===== config.mk =====
export PLATFORM = sky130hd
export DESIGN_NAME = pcc_stage
export DESIGN_NICKNAME = d
export VERILOG_FILES = /design/src/rtl/pcc_pkg.sv /design/src/rtl/pcc_stage.sv
export SDC_FILE = /design/constraint.sdc
export NUM_CORES = 1
export LEC_CHECK = 0
export BUFFER_PORTS_ARGS = -buffer_cell sky130_fd_sc_hd__buf_2
export CORE_ASPECT_RATIO = 1.1
export CORE_MARGIN = 10
export CORE_UTILIZATION = 48
export CTS_CLUSTER_DIAMETER = 60
export DETAILED_ROUTE_END_ITERATION = 8
export HOLD_SLACK_MARGIN = 0.03
export MAX_ROUTING_LAYER = met4
export PLACE_DENSITY = 0.71
export SETUP_SLACK_MARGIN = 0.15
export SLEW_MARGIN = 0
export SYNTH_ARGS = -nofsm -noshare
export SYNTH_HDL_FRONTEND = slang
export SYNTH_SLANG_ARGS = --single-unit

===== constraint.sdc =====
create_clock -name clk -period 3.65 [get_ports clk]
set_input_delay 0 -clock clk [delete_from_list [all_inputs] [get_ports clk]]
set_output_delay 0 -clock clk [all_outputs]
set_load 0.03 [all_outputs]

===== src/rtl/pcc_pkg.sv =====
// pcc_pkg: word types, fixed-point widths and CORDIC constants for the
// polar/Cartesian converter. No dependencies.
`default_nettype none

package pcc_pkg;

  // Input word: mode plus two Q7.8 / Q2.13 operands
  typedef struct packed {
    logic               mode;
    logic signed [15:0] first_operand;
    logic signed [15:0] second_operand;
  } pcc_in_t;

  // Result word
  typedef struct packed {
    logic signed [16:0] first_result;
    logic signed [15:0] second_result;
  } pcc_out_t;

  // Datapath widths: x/y carry 24 fraction bits, gain growth needs headroom
  localparam int XY_W      = 35;
  localparam int Z_W       = 30;
  localparam int TABLE_LEN = 24;

  localparam logic       MODE_ROTATE = 1'b0;
  localparam logic       MODE_VECTOR = 1'b1;

  localparam logic signed [Z_W-1:0] PI_Q24      = 30'sd52707179;
  localparam logic signed [Z_W-1:0] HALF_PI_Q24 = 30'sd26353589;
  localparam logic        [23:0]    INV_GAIN_Q24 = 24'd10188014;

  // atan(2^-i) in Q24
  localparam logic [23:0] ATAN_Q24 [0:TABLE_LEN-1] = '{
    24'd13176795, 24'd7778716, 24'd4110060, 24'd2086331,
    24'd1047214,  24'd524117,  24'd262123,  24'd131069,
    24'd65536,    24'd32768,   24'd16384,   24'd8192,
    24'd4096,     24'd2048,    24'd1024,    24'd512,
    24'd256,      24'd128,     24'd64,      24'd32,
    24'd16,       24'd8,       24'd4,       24'd2
  };

  // Vector state carried down the CORDIC pipeline
  typedef struct packed {
    logic                  mode;
    logic                  zero;   // vectoring input at the origin
    logic signed [XY_W-1:0] x;
    logic signed [XY_W-1:0] y;
    logic signed [Z_W-1:0]  z;
  } pcc_vec_t;

endpackage

`default_nettype wire


===== src/rtl/pcc_stage.sv =====
// pcc_stage: one registered CORDIC micro-rotation with a fixed shift.
// Depends on pcc_pkg.
`default_nettype none

module pcc_stage
  import pcc_pkg::*;
#(
  parameter int STAGE_IDX = 0
) (
  input  wire logic     clk,
  input  wire logic     rst_n,
  input  wire logic     en,
  input  wire logic     valid_i,
  input  wire pcc_vec_t vec_i,
  output logic          valid_o,
  output pcc_vec_t      vec_o
);

  localparam logic signed [Z_W-1:0] ANGLE =
    $signed({{(Z_W-24){1'b0}}, ATAN_Q24[STAGE_IDX]});

  logic                   valid_r;
  pcc_vec_t               vec_r;
  pcc_vec_t               vec_nxt;
  logic signed [XY_W-1:0] xs;
  logic signed [XY_W-1:0] ys;
  logic                   sel;

  // Shifts round toward minus infinity (arithmetic shift)
  assign xs = $signed(vec_i.x) >>> STAGE_IDX;
  assign ys = $signed(vec_i.y) >>> STAGE_IDX;

  // Rotating: drive z to 0. Vectoring: drive y to 0. Both share one datapath.
  assign sel = (vec_i.mode == MODE_VECTOR) ? vec_i.y[XY_W-1] : ~vec_i.z[Z_W-1];

  always_comb begin
    vec_nxt = vec_i;
    if (sel) begin
      vec_nxt.x = $signed(vec_i.x) - ys;
      vec_nxt.y = $signed(vec_i.y) + xs;
      vec_nxt.z = $signed(vec_i.z) - ANGLE;
    end else begin
      vec_nxt.x = $signed(vec_i.x) + ys;
      vec_nxt.y = $signed(vec_i.y) - xs;
      vec_nxt.z = $signed(vec_i.z) + ANGLE;
    end
  end

  always_ff @(posedge clk) begin
    if (!rst_n) begin
      valid_r <= 1'b0;
    end else if (en) begin
      valid_r <= valid_i;
    end
  end

  always_ff @(posedge clk) begin
    if (en) begin
      vec_r <= vec_nxt;
    end
  end

  assign valid_o = valid_r;
  assign vec_o   = vec_r;

endmodule

`default_nettype wire


==> flow_summary.json <==
{
  "setup_violations": 0,
  "crit_fanout": 58,
  "yosys.area_share.simple_pct": 13.7,
  "cp-start-kind": "input pin",
  "synth_edf_count": 101,
  "synth-compound-area-share_pct": 26.3,
  "max-cap-violations": 0,
  "viasPerCell": 5.88,
  "crit_family": "buffers and inverters",
  "slew_violations": 0,
  "synthDistinctLibCells": 81,
  "grt_pass1_wl_um": 54500,
  "worst-path-buf-inv": 4,
  "p_per_area_nw_per_um2": 393,
  "tritoncts": "built",
  "finClkSkew_ps": 0,
  "yosys.area_share.adder_pct": 14.7,
  "numPortBuffers": 208,
  "grt_pass1_vias": 9997,
  "antenna_left": 0,
  "outcome": "complete, no violations",
  "synthMuxAreaShare_pct": 1.51,
  "fillers": 2144,
  "grt_max_degree": 59,
  "cts_made_buffers": 9,
  "required_ps": 3750,
  "route.vias.total": 10182,
  "finalCriticalPeriod_ps": 3320,
  "dp_hpwl_um": 27400,
  "syn_avg_cell_area_um2": 8.51,
  "routabilityCongestion": 1.03,
  "syn_nets": 1476,
  "period_share_pct": 90.9,
  "die_x_um": 162,
  "synth.most_common_cell": "a21oi_1",
  "syn_inst": 1249,
  "antenna_cells": 0,
  "drive_gt1_share_pct": 19.1,
  "post-route-drc-count": 0,
  "coreArea_um2": 22000,
  "cts_sinks": 102,
  "drt-initial-drc-count": 1102,
  "hold_path_class": "input pin to flop",
  "clk_path_buf_depth": 2,
  "grt_usage_pct": 24.1,
  "area_growth_pct": 15.4,
  "final_nets": 1660,
  "insertion_delay_ps": 360,
  "fin_tns_setup_ps": 0,
  "num_rows": 57,
  "irDropWorstVdd_uv": 195,
  "synthTopCellsByArea": "edfxtp_1, ha_1, xnor2_1, a21oi_1, inv_1",
  "synthArstFlopShare_pct": 0,
  "critPathCaptureType": "flop",
  "crit_path_top_delay_cell": "dlygate4sd3_1",
  "synth_top_area_share_pct": 28.5,
  "hold_violations": 0,
  "grt_antenna_before_repair": 0,
  "ys_ff_latch": 102,
  "synth_warnings": 0,
  "crit_arrival_ps": 3420,
  "post_drt_wl_per_cell_um": 20.1,
  "netlist_area_um2": 10600,
  "power.leakage_nw": 5.36,
  "pin_count": 209,
  "synth_area_leader_cell": "edfxtp_1",
  "drtPass1Iterations": 6,
  "dieHeight_um": 176,
  "cts_setup_buffers": 0,
  "cts.htree.levels": 3,
  "synth_flop_cell": "edfxtp_1",
  "root_buffer": "clkbuf_16",
  "path_class": "input pin to flop",
  "overflow": 0,
  "synth_common_cells": "a21oi_1, ha_1, inv_1",
  "slowest_delay_ps": 540,
  "synth_top_family_by_area": "compound AO/OA/AOI/OAI gates",
  "seq_area_frac_synth_pct": 28.7,
  "wl_um": 34800,
  "clock.fmax_ghz": 0.301,
  "clk_pin_slew_worst_paths_ps": 80,
  "slew_headroom_pct": 53.4,
  "synth_xor_area_share_pct": 8.40,
  "cp_cell_sequence": "dlygate4sd3_1, buf_2, nand2b_1, nand2_4, buf_6, buf_4, a211oi_1, o41ai_1, a32oi_2, o211a_1, o31ai_1, a21oi_1, xnor2_1",
  "rsz0062_at_grt": "false",
  "final_util_pct": 55.9,
  "worst_pin_slew_ps": 693,
  "start_util_pct": 48.4,
  "die_area_um2": 28500
}
## cells in the final DEF (no fill, tap or decap), types with 16 or more instances in the layout
master    instances
a21o_1           19
a21oi_1         132
a31oi_1          17
buf_2           207
buf_4            19
edfxtp_1        101
ha_1            118
inv_1           111
mux2i_1          16
nand2_1          72
nand3_1          25
nand4_1          16
nor2_1          108
nor3_1           17
o21ai_0          81
o21bai_1         25
xnor2_1          87
## cell type report
type	count	area (um^2)	share of cell area, %
repair buffers	233	1250	10.2
flip-flops and latches	102	3050	24.9
inverters	116	438	3.57
clock inverters	6	46.3	0.377
well taps	295	369	3.01
multi-input cells	971	6880	56.1
clock buffers	10	229	1.87
## state kept, by name, summed over array words and instances, names as in the netlist
name     flops
valid_o      1
vec_o      101
## routing by layer
| layer | GRT usage (%) | vias up | part of all wire [%] |
|---|---|---|---|
| met2 | 39.9 | 487 | 49 |
| met5 | - | - | 0 |
| li1 | - | 4886 | - |
| met3 | 3.12 | 59 | 6.9 |
| met4 | 7.85 | 0 | 2.4 |
| met1 | 29.9 | 4750 | 42 |
## kinds of logic (layout without fill, tap and decap cells)
group                      count (synthesis)  after routing
and+or+nand+nor                          306            306
DFF                                      102            102
adders and majority gates                124            124
xor gates and xnor gates                 102            102
muxes                                     16             16
AOI/OAI and AO/OA                        423            423
buffers and inverters                    176            365
## path summary, 6_finish.rpt
kind                   startpoint              endpoint  slack, ps  depth (start not counted)
max                    vec_i[101]   vec_o[28]$_DFFE_PP_        330                         13
min                      vec_i[7]    vec_o[7]$_DFFE_PP_         50                          2
max reg2reg  valid_o$_SDFFE_PN0P_  valid_o$_SDFFE_PN0P_       2510                          3
min reg2reg  valid_o$_SDFFE_PN0P_  valid_o$_SDFFE_PN0P_       1050                          3
## power by group
part | switching (W) | internal [W]
Sequential | 0.0000651 | 0.00157
Clock | 0.000482 | 0.000471
Combinational | 0.00148 | 0.000746
Total | 0.00203 | 0.00279
## stage by stage
step / hold WS, ps / cell area (um^2) / std cells / worst slack, ps / power, W
final: 49.1 / 12300 / 1733 / 330 / 0.00482
after global routing: 59.9 / 12300 / 1733 / 127 / 0.00508
after CTS: 33.0 / 12300 / 1733 / 309 / 0.00482
after detailed placement: 181 / 11900 / 1711 / 496 / 0.00385
after global placement: 179 / 11900 / 1711 / 539 / 0.00384
after floorplan: 98.9 / 10600 / 1249 / 339 / 0.00318
## what timing repair did
action,in CTS,in global routing
gates resized for setup,0,5
hold buffers,6,0
hold endpoints to repair,6,0
setup endpoints to repair,0,2
No activity file was read; power rests on OpenSTA's default activity.
